[src/design/touch_dpad_region_mapper_assert.svh]
// assertion macros for the touch dpad region mapper
// no dependencies; included by the top level, which checks its own logic
`ifndef TOUCH_DPAD_REGION_MAPPER_ASSERT_SVH
`define TOUCH_DPAD_REGION_MAPPER_ASSERT_SVH

// same-cycle implication
`define TDRM_ASSERT_HOLDS(name, clk, rst_n, ante, cons) \
    name: assert property (@(posedge clk) disable iff (!rst_n) (ante) |-> (cons)) \
        else $error("tdrm: same-cycle property violated");

// next-cycle implication
`define TDRM_ASSERT_NEXT(name, clk, rst_n, ante, cons) \
    name: assert property (@(posedge clk) disable iff (!rst_n) (ante) |=> (cons)) \
        else $error("tdrm: next-cycle property violated");

`endif

[src/design/tdrm_mul.sv]
// shared unsigned multiplier with registered product
// no package dependencies; sequenced by the top level
module tdrm_mul #(
    parameter int A_W = 47,
    parameter int B_W = 16
) (
    input  logic               clk,
    input  logic               en,
    input  logic [A_W-1:0]     a,
    input  logic [B_W-1:0]     b,
    output logic [A_W+B_W-1:0] prod_reg
);

    always_ff @(posedge clk)
    begin
        if (en)
        begin
            prod_reg <= (A_W+B_W)'(a) * (A_W+B_W)'(b);
        end
    end

endmodule

[config.mk]
export PLATFORM = sky130hd
export DESIGN_NAME = tdrm_mul
export DESIGN_NICKNAME = d
export VERILOG_FILES = /design/src/design/touch_dpad_region_mapper_assert.svh /design/src/design/tdrm_mul.sv
export SDC_FILE = /design/constraint.sdc
export NUM_CORES = 2
export LEC_CHECK = 0
export BUFFER_PORTS_ARGS = -buffer_cell sky130_fd_sc_hd__buf_2
export CAP_MARGIN = 20
export CORE_ASPECT_RATIO = 1.75
export CORE_UTILIZATION = 55
export CTS_BUF_LIST = sky130_fd_sc_hd__clkbuf_8
export DETAILED_ROUTE_END_ITERATION = 7
export PLACE_DENSITY = 0.79
export SYNTH_ARGS = -nofsm -noshare
export SYNTH_HDL_FRONTEND = slang
export SYNTH_SLANG_ARGS = --single-unit
[constraint.sdc]
create_clock -name clk -period 10.5 [get_ports clk]
set_input_delay 2.1 -clock clk [delete_from_list [all_inputs] [get_ports clk]]
set_output_delay 2.1 -clock clk [all_outputs]
set_load 0.1 [all_outputs]
=== Yosys cells after proc, flatten, opt, wreduce, memory -nomap -nowiden ===
Index checks and enable logic that the tools add are counted.

* Register bits after elaboration: 63
* Bits of input ports: 65
* Word-level logic and storage cells: 2

* $mul: 1

{| class="wikitable"
|+ Operators with widths
! kind !! number
|-
| 47-bit by 16-bit multiplier with 63-bit output || 1
|}

=== Depth between registers and ports, before layout ===
* Depth after elaboration: 1
* Mapped depth: 26
* Gate-level depth less buffers: 23

=== Worst setup path before layout ===
OpenSTA, ideal clock, no wires.

* Kind: input port to flip-flop
* Start: input b[7]
* End: register prod_reg[61] (data pin)
* Arrival: 7.868 ns
* Slack: 2.372 ns
* Stages on the path: 24
* Path buffers: 2
* Cells stage by stage: clkbuf_1 -> clkbuf_1 -> nand2_1 -> fa_1 -> inv_1 -> fa_1 -> inv_1 -> fa_1 -> inv_1 -> fa_1 -> fa_1 -> inv_1 -> fa_1 -> inv_1 -> ha_1 -> a21oi_1 -> o21ai_0 -> a22o_1 -> a2111oi_4 -> o21bai_1 -> a21oi_1 -> a31oi_1 -> a221oi_2 -> xnor2_1

* Cells in the longest elaborated chain, start to end: 1

{| class="wikitable"
|+ Ends and longest elaborated chain
! what !! line !! RTL
|-
| start: declaration || tdrm_mul.sv:10 || <nowiki>input logic [B_W-1:0] b,</nowiki>
|-
| 47-bit by 16-bit multiplier with 63-bit output || tdrm_mul.sv:18 || <nowiki>prod_reg <= (A_W+B_W)'(a) * (A_W+B_W)'(b);</nowiki>
|-
| end signal: assignment || tdrm_mul.sv:18 ||
|-
| end: declaration || tdrm_mul.sv:11 || <nowiki>output logic [A_W+B_W-1:0] prod_reg</nowiki>
|}

No other way between the ends.
A chain may end at the register's enable or synchronous reset.

=== Final worst setup path ===
* Start: input b[2]
* End: register prod_reg[61] (data pin)

The elaborated chain is that of the path after synthesis.

==> key figures <==
GRT
  • Vias in the first global route: 22230
  • Grt ovf: 0
  • Largest net degree at the start of global routing: 64
  • Initial antenna violation count: 4
  • GRT Total Usage: 33.56%
  • First-pass GRT wire length: 115900 um

STA
  • FMAX: 105.8 MHz
  • Slew headroom: 32.12%
  • Final setup vio count: 0
  • Final Max Tran Viols: 0
  • Final hold violations: 0
  • RSZ-0062 raised after global routing: no
  • Setup TNS: 0 ps
  • Worst-Margin Slew: 1018 ps
  • Final period util: 90.01%
  • Fin crit period: 9451 ps

Clock network
  • CTS root buffer: clkbuf_8
  • Clock Path Buffers: 2
  • # hold bufs at CTS: 0
  • CTS tree: built
  • Clock slew at reported path FFs: 90 ps
  • H-tree depth: 3
  • Cts bufs inserted: 9
  • TritonCTS Sinks: 63
  • Post-CTS sizing: 0
  • Post-CTS Setup Bufs: 0

Die
  • Initial Util: 55.87%
  • DIE HEIGHT: 285.2 um
  • I/O pin total: 128
  • Die area: 46710 um2
  • Row Count: 103
  • Core area: 45110 um2
  • Die X: 163.8 um

Yosys
  • Post-Syn Nets: 3633
  • Ys async rst share: 0%
  • Ys Warns: 0
  • Cell count after synthesis: 2805
  • Post-synthesis sequential area ratio: 7.507%
  • Top_reg_cell synth: edfxtp_1
  • Mean Syn Cell Area: 8.984 um2
  • Area leader, netlist: fa_1
  • Top cells by area, synth: fa_1, inv_1, nand2_1
  • Flops & latches, synth: 63
  • Post-synth top area share: 49.89%
  • Distinct cells, synth: 52
  • Synth cell count leaders: inv_1, fa_1, nand2_1
  • Post-synth EDFFs: 63
  • Most common cell in the synthesized netlist: inv_1
  • Synth Cell Area: 25200 um2

Worst setup path
  • Most frequent CP cell: fa_1
  • Launch point of the worst path: b[2]
  • Crit-path max cell delay: 580 ps
  • CP Capture Type: register
  • Cell Chain, Critical Path: buf_2, buf_4, nand2_1, fa_1, fa_1, fa_1, inv_1, fa_1, fa_1, inv_1, fa_1, inv_1, ha_1, a21oi_1, o21ai_0, a22o_1, a2111oi_4, o21bai_1, a21oi_1, a31oi_1, a221oi_2, xnor2_1
  • Critical Path Fanout Max: 29
  • CP Depth: 22
  • WP data arrival: 9650 ps
  • CP max stage cell: buf_2
  • CP Buf/Inv Count: 5
  • Worst EP required: 10700 ps
  • Startpoint types: input pin
  • CP top delay family: adder cells
  • Setup crit end: prod_reg[61]
  • Crit Path Category: in -> reg

Routing
  • DR vias/cell: 5.774
  • DRT iter0 DRCs: 1316
  • Detail Route Antenna Nets: 0
  • Initial DRT Pass Iterations: 6
  • Drt drc: 0
  • Via count: 19610
  • Wire length per cell: 21.51 um
  • Total wire length: 73040 um

Finish
  • P&R area growth vs syn: 4.429%
  • Nets@finish: 3640
  • Number of flip-flops in the largest register: 63
  • Layout cells sized above 1: 5.822%
  • Filler cell count in the final layout: 3807

Placed design
  • HPWL after detailed placement: 58590 um
  • Gpl congestion: 1.038
  • Number of port buffers: 127

Job
  • Max Cap Viol: 0

Min path
  • Hold crit path type: in -> reg

Run status
  • Status: finished, final reports clean
## worst min-delay path by stage
stage               start          end  slack (ps)  cells after the start
floorplan              en  prod_reg[0]        2210                      0
global placement     a[0]  prod_reg[0]        2660                      2
detailed placement   a[0]  prod_reg[0]        2660                      2
CTS                  a[0]  prod_reg[0]        2170                      2
global route         a[0]  prod_reg[0]        2180                      2
finish               a[0]  prod_reg[0]        2190                      2
## logic make-up after synthesis
family,count (synthesis),synth area share [%]
adder cells (fa/ha/maj),763,56.59
AND/OR/NAND/NOR,899,16.42
flip-flops,63,7.507
AO/OA/AOI/OAI,204,5.194
buffers and inverters,816,12.19
XOR/XNOR,60,2.085
## area by class of cell
class,count,area [um2],share of cell area (%)
flip-flops and latches,63,1892,7.189
diodes,2,5.005,0.01902
repair buffers,143,770.7,2.929
inverters,669,2511,9.543
clock buffers,9,123.9,0.4707
well taps,577,721.9,2.743
multi-input cells,1926,20230,76.89
clock inverters,7,56.30,0.2140
## routing by layer
| layer | global-route usage, % | wire [um] | vias to the layer above |
|---|---|---|---|
| li1 | - | - | 8165 |
| met1 | 33.69 | 22110 | 9895 |
| met2 | 59.61 | 38490 | 1096 |
| met3 | 6.560 | 5585 | 449 |
| met4 | 26.64 | 6832 | 4 |
| met5 | 0 | 27 | - |
## metrics by stage
step / instance area, um2 / utilization, % / hold WS, ps / setup WS, ps / std cells
after floorplan: 25200 / - / 2213 / 2372 / 2805
after global placement: 26130 / 57.93 / 2663 / 954.2 / 3378
after detailed placement: 26130 / 57.93 / 2658 / 861.3 / 3378
after CTS: 26310 / 58.33 / 2169 / 1359 / 3394
after global routing: 26310 / 58.34 / 2184 / 909.3 / 3395
final: 26320 / 58.34 / 2187 / 1049 / 3396
## cells in the final DEF, fill, tap and decap left out, drive strengths merged, types with 2 or more instances in the layout
cell / n
a21oi: 74
a221oi: 4
inv: 671
clkinv: 4
o21bai: 14
and2: 259
diode: 2
xor2: 19
edfxtp: 63
a31oi: 12
nor2: 31
nand3: 13
nand2b: 2
or3: 2
nand3b: 2
o211ai: 2
o31a: 2
nor3: 7
a211oi: 3
xnor2: 41
fa: 628
nand2: 554
buf: 143
nor2b: 7
o311ai: 2
a22o: 2
ha: 135
and3: 5
a21o: 27
clkbuf: 9
o221ai: 2
o31ai: 2
o21ai: 45
a2111oi: 2
nand4: 15
Power is left out: the tool's default activity adds up to more than one toggle a clock period on the data nets, which glitch-free logic cannot reach.
