==> config.mk <==
export PLATFORM = sky130hd
export DESIGN_NAME = tdrm_cordic
export DESIGN_NICKNAME = d
export VERILOG_FILES = /design/src/design/touch_dpad_region_mapper_assert.svh /design/src/design/tdrm_pkg.sv /design/src/design/tdrm_cordic.sv
export SDC_FILE = /design/constraint.sdc
export NUM_CORES = 1
export LEC_CHECK = 0
export BUFFER_PORTS_ARGS = -buffer_cell sky130_fd_sc_hd__clkbuf_2
export CORE_UTILIZATION = 30
export CTS_CLUSTER_SIZE = 20
export DETAILED_ROUTE_END_ITERATION = 7
export GPL_ROUTABILITY_DRIVEN = 0
export PLACE_DENSITY = 0.45
export SYNTH_ARGS = -nofsm -noshare
export SYNTH_HDL_FRONTEND = slang
export SYNTH_SLANG_ARGS = --single-unit
==> constraint.sdc <==
create_clock -name clk -period 5.85 [get_ports clk]
set_clock_uncertainty 0.05 [all_clocks]
set_input_delay 0 -clock clk [delete_from_list [all_inputs] [get_ports clk]]
set_output_delay 0 -clock clk [all_outputs]
set_load 0.01 [all_outputs]
==> src/design/touch_dpad_region_mapper_assert.svh <==
// assertion macros for the touch dpad region mapper
// no dependencies; included by the top level, which checks its own logic
`ifndef TOUCH_DPAD_REGION_MAPPER_ASSERT_SVH
`define TOUCH_DPAD_REGION_MAPPER_ASSERT_SVH

// same-cycle implication
`define TDRM_ASSERT_HOLDS(name, clk, rst_n, ante, cons) \
    name: assert property (@(posedge clk) disable iff (!rst_n) (ante) |-> (cons)) \
        else $error("tdrm: same-cycle property violated");

// next-cycle implication
`define TDRM_ASSERT_NEXT(name, clk, rst_n, ante, cons) \
    name: assert property (@(posedge clk) disable iff (!rst_n) (ante) |=> (cons)) \
        else $error("tdrm: next-cycle property violated");

`endif

==> src/design/tdrm_pkg.sv <==
// shared types, constants and tables of the touch dpad region mapper
// no dependencies; used by tdrm_if, tdrm_cordic and the top level
package tdrm_pkg;

    localparam int DEF_MAX_POINTS       = 16;
    localparam int DEF_COORD_BITS       = 16;
    localparam int DEF_ANGLE_ITERATIONS = 16;

    localparam int CFG_W        = 64;
    localparam int CFG_IDX_W    = 3;
    localparam int FIELD_STRIDE = 16;
    localparam int PIXEL_W      = 16;
    localparam int DZ_RADIUS_W  = 15;
    localparam int ROT_W        = 16;
    localparam int ROT_SHIFT    = 12;
    localparam int MUL_B_W      = 16;
    localparam int DZ_FRAC_BITS = 28;
    localparam int ANGLE_W      = 30;
    localparam int ATAN_IDX_W   = 5;
    localparam int ATAN_W       = 24;
    localparam int SUM_W        = 6;
    localparam int AXIS_W       = 2;
    localparam int SECT_W       = 3;
    localparam int DEG_FRAC     = 18;
    localparam int SECT_N_W     = 12;
    localparam int RECIP_W      = 11;
    localparam int RECIP_SHIFT  = 16;

    localparam logic [ANGLE_W-1:0] DEG90      = ANGLE_W'(23592960);
    localparam logic [ANGLE_W-1:0] DEG45_HALF = ANGLE_W'(5898240);
    localparam logic [RECIP_W-1:0] RECIP_45   = RECIP_W'(1457);

    typedef enum logic [CFG_IDX_W-1:0] {
        REG_DPAD_RECT       = 3'd0,
        REG_FIRE_LEFT_RECT  = 3'd1,
        REG_FIRE_RIGHT_RECT = 3'd2,
        REG_MENU_RECT       = 3'd3,
        REG_DZ_RADIUS       = 3'd4,
        REG_ROTATION        = 3'd5
    } cfg_reg_t;

    typedef enum logic [2:0] {
        S_IDLE,
        S_MUL,
        S_ACC,
        S_CMP,
        S_ANGLE,
        S_SECTOR,
        S_FINISH
    } state_t;

    typedef enum logic [2:0] {
        OP_AX,
        OP_BY,
        OP_P,
        OP_DZP,
        OP_SQA,
        OP_SQB,
        OP_DD
    } op_t;

    typedef struct packed {
        logic start;
    } cordic_ctl_t;

    typedef struct packed {
        logic busy;
    } cordic_stat_t;

    function automatic logic [ATAN_W-1:0] atan_entry(input logic [ATAN_IDX_W-1:0] idx);
        logic [ATAN_W-1:0] val;
        unique case (idx)
            5'd0:    val = 24'd11796480;
            5'd1:    val = 24'd6963869;
            5'd2:    val = 24'd3679517;
            5'd3:    val = 24'd1867780;
            5'd4:    val = 24'd937515;
            5'd5:    val = 24'd469214;
            5'd6:    val = 24'd234664;
            5'd7:    val = 24'd117339;
            5'd8:    val = 24'd58671;
            5'd9:    val = 24'd29335;
            5'd10:   val = 24'd14668;
            5'd11:   val = 24'd7334;
            5'd12:   val = 24'd3667;
            5'd13:   val = 24'd1833;
            5'd14:   val = 24'd917;
            5'd15:   val = 24'd458;
            5'd16:   val = 24'd229;
            5'd17:   val = 24'd115;
            5'd18:   val = 24'd57;
            5'd19:   val = 24'd29;
            5'd20:   val = 24'd14;
            5'd21:   val = 24'd7;
            5'd22:   val = 24'd4;
            5'd23:   val = 24'd2;
            default: val = '0;
        endcase
        return val;
    endfunction

    function automatic logic signed [AXIS_W-1:0] dir_x(input logic [SECT_W-1:0] sec);
        logic signed [AXIS_W-1:0] d;
        unique case (sec)
            3'd0, 3'd1, 3'd7: d = 2'sd1;
            3'd3, 3'd4, 3'd5: d = -2'sd1;
            default:          d = 2'sd0;
        endcase
        return d;
    endfunction

    function automatic logic signed [AXIS_W-1:0] dir_y(input logic [SECT_W-1:0] sec);
        logic signed [AXIS_W-1:0] d;
        unique case (sec)
            3'd1, 3'd2, 3'd3: d = 2'sd1;
            3'd5, 3'd6, 3'd7: d = -2'sd1;
            default:          d = 2'sd0;
        endcase
        return d;
    endfunction

    function automatic logic signed [SUM_W-1:0] sat_add(input logic signed [SUM_W-1:0] s,
                                                        input logic signed [AXIS_W-1:0] d);
        logic signed [SUM_W:0] t;
        t = (SUM_W+1)'(s) + (SUM_W+1)'(d);
        return (t[SUM_W] != t[SUM_W-1]) ? s : t[SUM_W-1:0];
    endfunction

    function automatic logic signed [AXIS_W-1:0] clamp1(input logic signed [SUM_W-1:0] s);
        logic signed [AXIS_W-1:0] c;
        if (s == '0)
            c = 2'sd0;
        else if (s[SUM_W-1])
            c = -2'sd1;
        else
            c = 2'sd1;
        return c;
    endfunction

endpackage

==> src/design/tdrm_cordic.sv <==
// iterative vectoring cordic, one micro-rotation per cycle, angle in 1/262144 degree
// depends on tdrm_pkg for the arctangent table and control structs
module tdrm_cordic import tdrm_pkg::*; #(
    parameter int CW    = 36,
    parameter int ITERS = DEF_ANGLE_ITERATIONS
) (
    input  logic                       clk,
    input  logic                       rst_n,
    input  cordic_ctl_t                ctl,
    input  logic signed [CW-1:0]       x_in,
    input  logic signed [CW-1:0]       y_in,
    output logic signed [ANGLE_W-1:0]  z_reg,
    output cordic_stat_t               stat
);

    localparam int IT_W = (ITERS > 1) ? $clog2(ITERS) : 1;

    logic                      busy_reg;
    logic [IT_W-1:0]           it_reg;
    logic signed [CW-1:0]      x_reg;
    logic signed [CW-1:0]      y_reg;
    logic signed [CW-1:0]      x_sh;
    logic signed [CW-1:0]      y_sh;
    logic signed [ANGLE_W-1:0] at_s;

    assign x_sh = x_reg >>> it_reg;
    assign y_sh = y_reg >>> it_reg;
    assign at_s = ANGLE_W'(atan_entry(ATAN_IDX_W'(it_reg)));
    assign stat.busy = busy_reg;

    always_ff @(posedge clk or negedge rst_n)
    begin
        if (!rst_n)
        begin
            busy_reg <= 1'b0;
            it_reg   <= '0;
        end
        else if (ctl.start)
        begin
            busy_reg <= !(x_in == '0 && y_in == '0);
            it_reg   <= '0;
        end
        else if (busy_reg)
        begin
            busy_reg <= (it_reg != IT_W'(ITERS - 1));
            it_reg   <= it_reg + 1'b1;
        end
    end

    always_ff @(posedge clk)
    begin
        if (ctl.start)
        begin
            if (x_in == '0 && y_in == '0)
            begin
                x_reg <= x_in;
                y_reg <= y_in;
                z_reg <= '0;
            end
            else if (!x_in[CW-1])
            begin
                x_reg <= x_in;
                y_reg <= y_in;
                z_reg <= '0;
            end
            else if (!y_in[CW-1])
            begin
                x_reg <= y_in;
                y_reg <= -x_in;
                z_reg <= DEG90;
            end
            else
            begin
                x_reg <= -y_in;
                y_reg <= x_in;
                z_reg <= -DEG90;
            end
        end
        else if (busy_reg)
        begin
            if (y_reg > 0)
            begin
                x_reg <= x_reg + y_sh;
                y_reg <= y_reg - x_sh;
                z_reg <= z_reg + at_s;
            end
            else
            begin
                x_reg <= x_reg - y_sh;
                y_reg <= y_reg + x_sh;
                z_reg <= z_reg - at_s;
            end
        end
    end

endmodule

; ---- Word level (Yosys, flattened, before mapping)
; Memories as Yosys holds them, arrays and structs flattened.
; Index checks and enable logic that the tools add are counted.
[word_totals]
reg_bits = 107
latch_bits = 0
ramBits = 0
romBits = 384
input_bits = 75
n_memories = 1
[classes]
n_addsub = 9
multipliers = 0
div = 0
order_cmp = 1
n_eq_ne = 1
shifts = 2
muxes = 22
n_bitwise = 0
n_reduce_logical = 5
[mem_list]
columns = memory, words, width, rd, rd_clocked_by_memory_dff, write_ports, line
row1 = (name not given), 16, 24, 1, 0, 0, tdrm_pkg.sv:72  ; unique case (idx)
[op_table]
columns = cell, n
row1 = $mux W36, 12
row2 = $mux W30, 6
row3 = $add A36 B36 Y36, 2
row4 = $logic_not A36 Y1, 2
row5 = $neg A36 Y36, 2
row6 = $sshr A36 B4 Y36, 2
row7 = $sub A36 B36 Y36, 2
row8 = $gt A36 B1 Y1 const B, 1
row9 = $add A30 B25 Y30, 1
row10 = $sub A30 B25 Y30, 1
row11 = $mux W4, 2
row12 = $add A4 B1 Y4 const B, 1
row13 = $ne A4 B4 Y1 const B, 1
row14 = $mux W1, 2
row15 = $reduce_bool A2 Y1, 1
row16 = $logic_and A1 B1 Y1, 1
row17 = $logic_not A1 Y1, 1

; ---- Longest topological paths before layout
[logic_depth]
depth_word = 5
ltp_mapped = 29
depth_no_buf = 23

; ---- Least setup slack after synthesis
; OpenSTA, ideal clock, no wires.
[synth_timing]
path_kind = register -> register
startpoint = reg it_reg[2]
endpoint = reg y_reg[34] (data pin)
setup_time_ns = 0.272
arrival_ns = 6.038
slack_ns = -0.510
stages_incl_launch_ff = 28
path_buffers = 8
path_cell_list = dfrtp_1 -> clkbuf_1 -> buf_2 -> buf_2 -> buf_1 -> buf_2 -> buf_2 -> buf_1 -> buf_1 -> a21o_1 -> ha_1 -> o21a_1 -> nor3b_2 -> a41oi_1 -> a21oi_2 -> nor2b_1 -> xnor2_1 -> ha_1 -> inv_1 -> o21bai_1 -> a21oi_1 -> o211ai_1 -> a32o_1 -> a311o_1 -> a21oi_1 -> nor2b_1 -> and3_1 -> or4_1
[synth_between]
elab_chain_len = 5
word_cells_on_any_way = 6
cone_classes = add/sub (2) / shift (1) / mux (3)
[synth_lines]
columns = item, line
row1 = from (decl), tdrm_cordic.sv:19  ; logic [IT_W-1:0] it_reg;
row2 = from (signal assigned), tdrm_cordic.sv:46  ; it_reg <= it_reg + 1'b1;
row3 = $sshr A36 B4 Y36 *, tdrm_cordic.sv:26  ; assign x_sh = x_reg >>> it_reg;
row4 = $add A36 B36 Y36 or $sub A36 B36 Y36 (tied branches), "tdrm_cordic.sv:90, tdrm_cordic.sv:84"
row5 = $mux W36 *, tdrm_cordic.sv:81  ; if (y_reg > 0)
row6 = $mux W36 *, tdrm_cordic.sv:79  ; else if (busy_reg)
row7 = $mux W36 *, tdrm_cordic.sv:52  ; if (ctl.start)
row8 = to (signal assigned), tdrm_cordic.sv:57  ; y_reg <= y_in;
row9 = to (signal assigned), tdrm_cordic.sv:84  ; y_reg <= y_reg - x_sh;
row10 = to (signal assigned), tdrm_cordic.sv:90  ; y_reg <= y_reg + x_sh;
row11 = to (decl), tdrm_cordic.sv:21  ; logic signed [CW-1:0] y_reg;
; Mark *: on every way between the ends. The rest lies on a longest branch, timed or not. The select of a mux whose other input is x is not followed.
; A chain may end at the register's enable or synchronous reset.

; ---- Worst setup path in the final report
[layout_timing]
startpoint = reg it_reg[0]
endpoint = reg y_reg[34] (data pin)
; The elaborated chain is that of the path after synthesis.

==> key figures <==
Run status
  – Status: completed

STA
  – Fin crit period: 5660 ps
  – Final period util: 96.8%
  – Total Neg Setup Slack: 0 ps
  – Rel. slew slack: 44.3%
  – Fin. Hold Viols: 0
  – # setup viols final: 0
  – Fin. max-slew vios: 0
  – Worst Tran Pin Value: 834 ps
  – Highest clock rate: 177 MHz

Floorplan
  – Io pins: 106
  – Placeable Area: 60200 um^2
  – Die Y: 249 um
  – Starting Density: 30.3%
  – Total die area: 61900 um^2
  – Die width: 249 um
  – FP Rows: 90

Critical path
  – Slowest-stage cell, CP: dfrtp_4
  – Largest stage delay, worst path: 530 ps
  – Top cell family by delay on the critical path: compound AO/OA/AOI/OAI gates
  – Kind of critical path: flop to flop
  – WP data required: 5960 ps
  – R2R setup slack: 190 ps
  – CP max FO: 6
  – Cell mode on critical path: buf_4
  – Critical Path AT: 5770 ps
  – CP bufs+invs: 4
  – Worst path cell trace: buf_12, buf_4, mux4_2, nand2_2, and2_1, a21o_1, ha_4, o21a_4, nor3b_4, a41oi_4, a21oi_4, buf_6, o21ai_1, xnor2_1, ha_1, buf_4, nand2_1, o211ai_1, a32o_1, a311o_1, a21oi_2, nor2b_2, and3_1, or4_4
  – CP Capture Type: flop
  – Startpoint types: flop

Route
  – Total wire length: 81200 um
  – DRC: 0
  – Via count: 19776
  – Iteration-0 DRC Markers: 2201
  – Routed len/inst: 24.1 um
  – Via/cell ratio: 5.86
  – DR pass1 iterations: 6
  – Final ANT Viol Nets: 0

CTS
  – Longest Clk Path Bufs: 2
  – Clock slew at reported path FFs: 80 ps
  – CTS tree: yes
  – TritonCTS buffer count: 9
  – CTS Sinks: 107
  – Root Buffer: clkbuf_16
  – H-tree levels: 3
  – Worst skew pair latency: 410 ps

Synth
  – Sequential fraction of the synthesis area: 17.4%
  – Top cells by area, synth: edfxtp_1 (17%), ha_1 (7.7%), mux4_2 (6.4%)
  – Leading area contributor after synthesis: edfxtp_1
  – Flops & latches, synth: 107
  – Mapped cell area: 18300 um^2
  – EDFF count, synth: 102
  – Synth Instances: 2309
  – Syn Nets: 2499
  – Syn. warnings: 0
  – Count leader, synth: nand2_1
  – Yosys top cell area share: 16.8%
  – Mean Syn Cell Area: 7.92 um^2
  – Ys async rst share: 4.67%
  – Top FF cell, synth: edfxtp_1
  – Synth cell count leaders: nand2_1 (234), o21ai_0 (204), nor2_1 (192)
  – Post-synth cell types: 99

Global routing
  – Initial antenna violation count: 10
  – Vias in the first global route: 18511
  – Total GRT Usage: 25.4%
  – Largest net degree at the start of global routing: 107
  – Global-route wire length before repair: 120000 um
  – Gr ovfl total: 0

Final layout
  – Layout area overhead: 21.6%
  – Final-stage net count: 2770
  – # fillers: 6226
  – Share of layout cells above drive strength 1: 23.1%
  – Final instance area: 22200 um^2

Placement
  – Count of input and output buffers: 105
  – DP Area: 21200 um^2
  – Dpl hpwl: 64700 um

Run
  – Max-Cap Viols: 0

Min path
  – Hold crit path type: input port to flop
-- cells by family (layout without fill, tap and decap cells) --
group                    Yosys count  count (layout)  share of synthesized area, %
AO/OA/AOI/OAI                    747             747                          26.2
XOR/XNOR                         219             219                          10.5
adder cells (fa/ha/maj)          115             115                          8.00
buffers and inverters            203             479                          4.90
other                              0               5                             0
flip-flops                       107             107                          17.4
multiplexers                     170             170                          13.1
AND/OR/NAND/NOR                  748             748                          19.8
-- metrics by stage --
stage | hold WS (ps) | util [%] | worst slack, ps | std cells
CTS | 2.80 | 36.1 | 0.642 | 3349
floorplan | -346 | - | 17.6 | 2309
finish | 5.30 | 36.9 | 188 | 3372
global route | 24.1 | 36.9 | -51.9 | 3371
global placement | -217 | 35.2 | -368 | 3313
detailed placement | -215 | 35.2 | -371 | 3313
-- cell type report --
| cell class | count | area (um^2) | share of cell area [%] |
|---|---|---|---|
| inverters | 65 | 244 | 1.10 |
| multi-input cells | 1999 | 14600 | 65.7 |
| diodes | 5 | 12.5 | 0.0563 |
| flip-flops and latches | 107 | 3200 | 14.4 |
| repair buffers | 398 | 2880 | 13.0 |
| well taps | 782 | 978 | 4.40 |
| clock buffers | 10 | 229 | 1.03 |
| clock inverters | 6 | 73.8 | 0.332 |
-- worst paths after layout --
path | startpoint | to | cells after the start
worst max-delay path | it_reg[0] | y_reg[34] | 24
worst min-delay path | y_in[26] | y_reg[26] | 3
worst max register to register | it_reg[0] | y_reg[34] | 24
worst min register to register | stat | it_reg[0] | 2
max in group asynchronous | rst_n | it_reg[3] | 3
min in group asynchronous | rst_n | it_reg[1] | 3
-- layer usage --
| layer | routed length [um] | vias up | global-route usage (%) |
|---|---|---|---|
| li1 | - | 9232 | - |
| met1 | 35400 | 9564 | 34.6 |
| met2 | 37300 | 842 | 40.5 |
| met3 | 5640 | 134 | 3.32 |
| met4 | 2930 | 4 | 9.78 |
| met5 | 27 | - | 0 |
-- worst min-delay path, cell delays in order --
cell      delay (ps)
clkbuf_2         130
o211ai_1         130
o21ai_0           90
-- cell usage in the layout, fill, tap and decap left out, types with 49 or more instances in the layout --
master	instances
buf_4	268
nand2_1	231
o21ai_0	191
nor2_1	186
a21oi_1	157
xnor2_1	113
ha_1	111
xor2_1	103
clkbuf_2	103
edfxtp_1	102
mux2i_1	80
o211ai_1	65
inv_1	60
mux4_2	52
nor3_1	52
a21o_1	49
-- what timing repair did --
action / CTS / global route
setup buffers: 5 / 18
hold buffers: 15 / 0
pin swaps: 0 / 30
endpoints found under the hold margin: 18 / 0
setup endpoints to repair: 19 / 33
resized for setup: 10 / 87
Power is left out: the tool's default activity adds up to more than one toggle a clock period on the data nets, which glitch-free logic cannot reach.
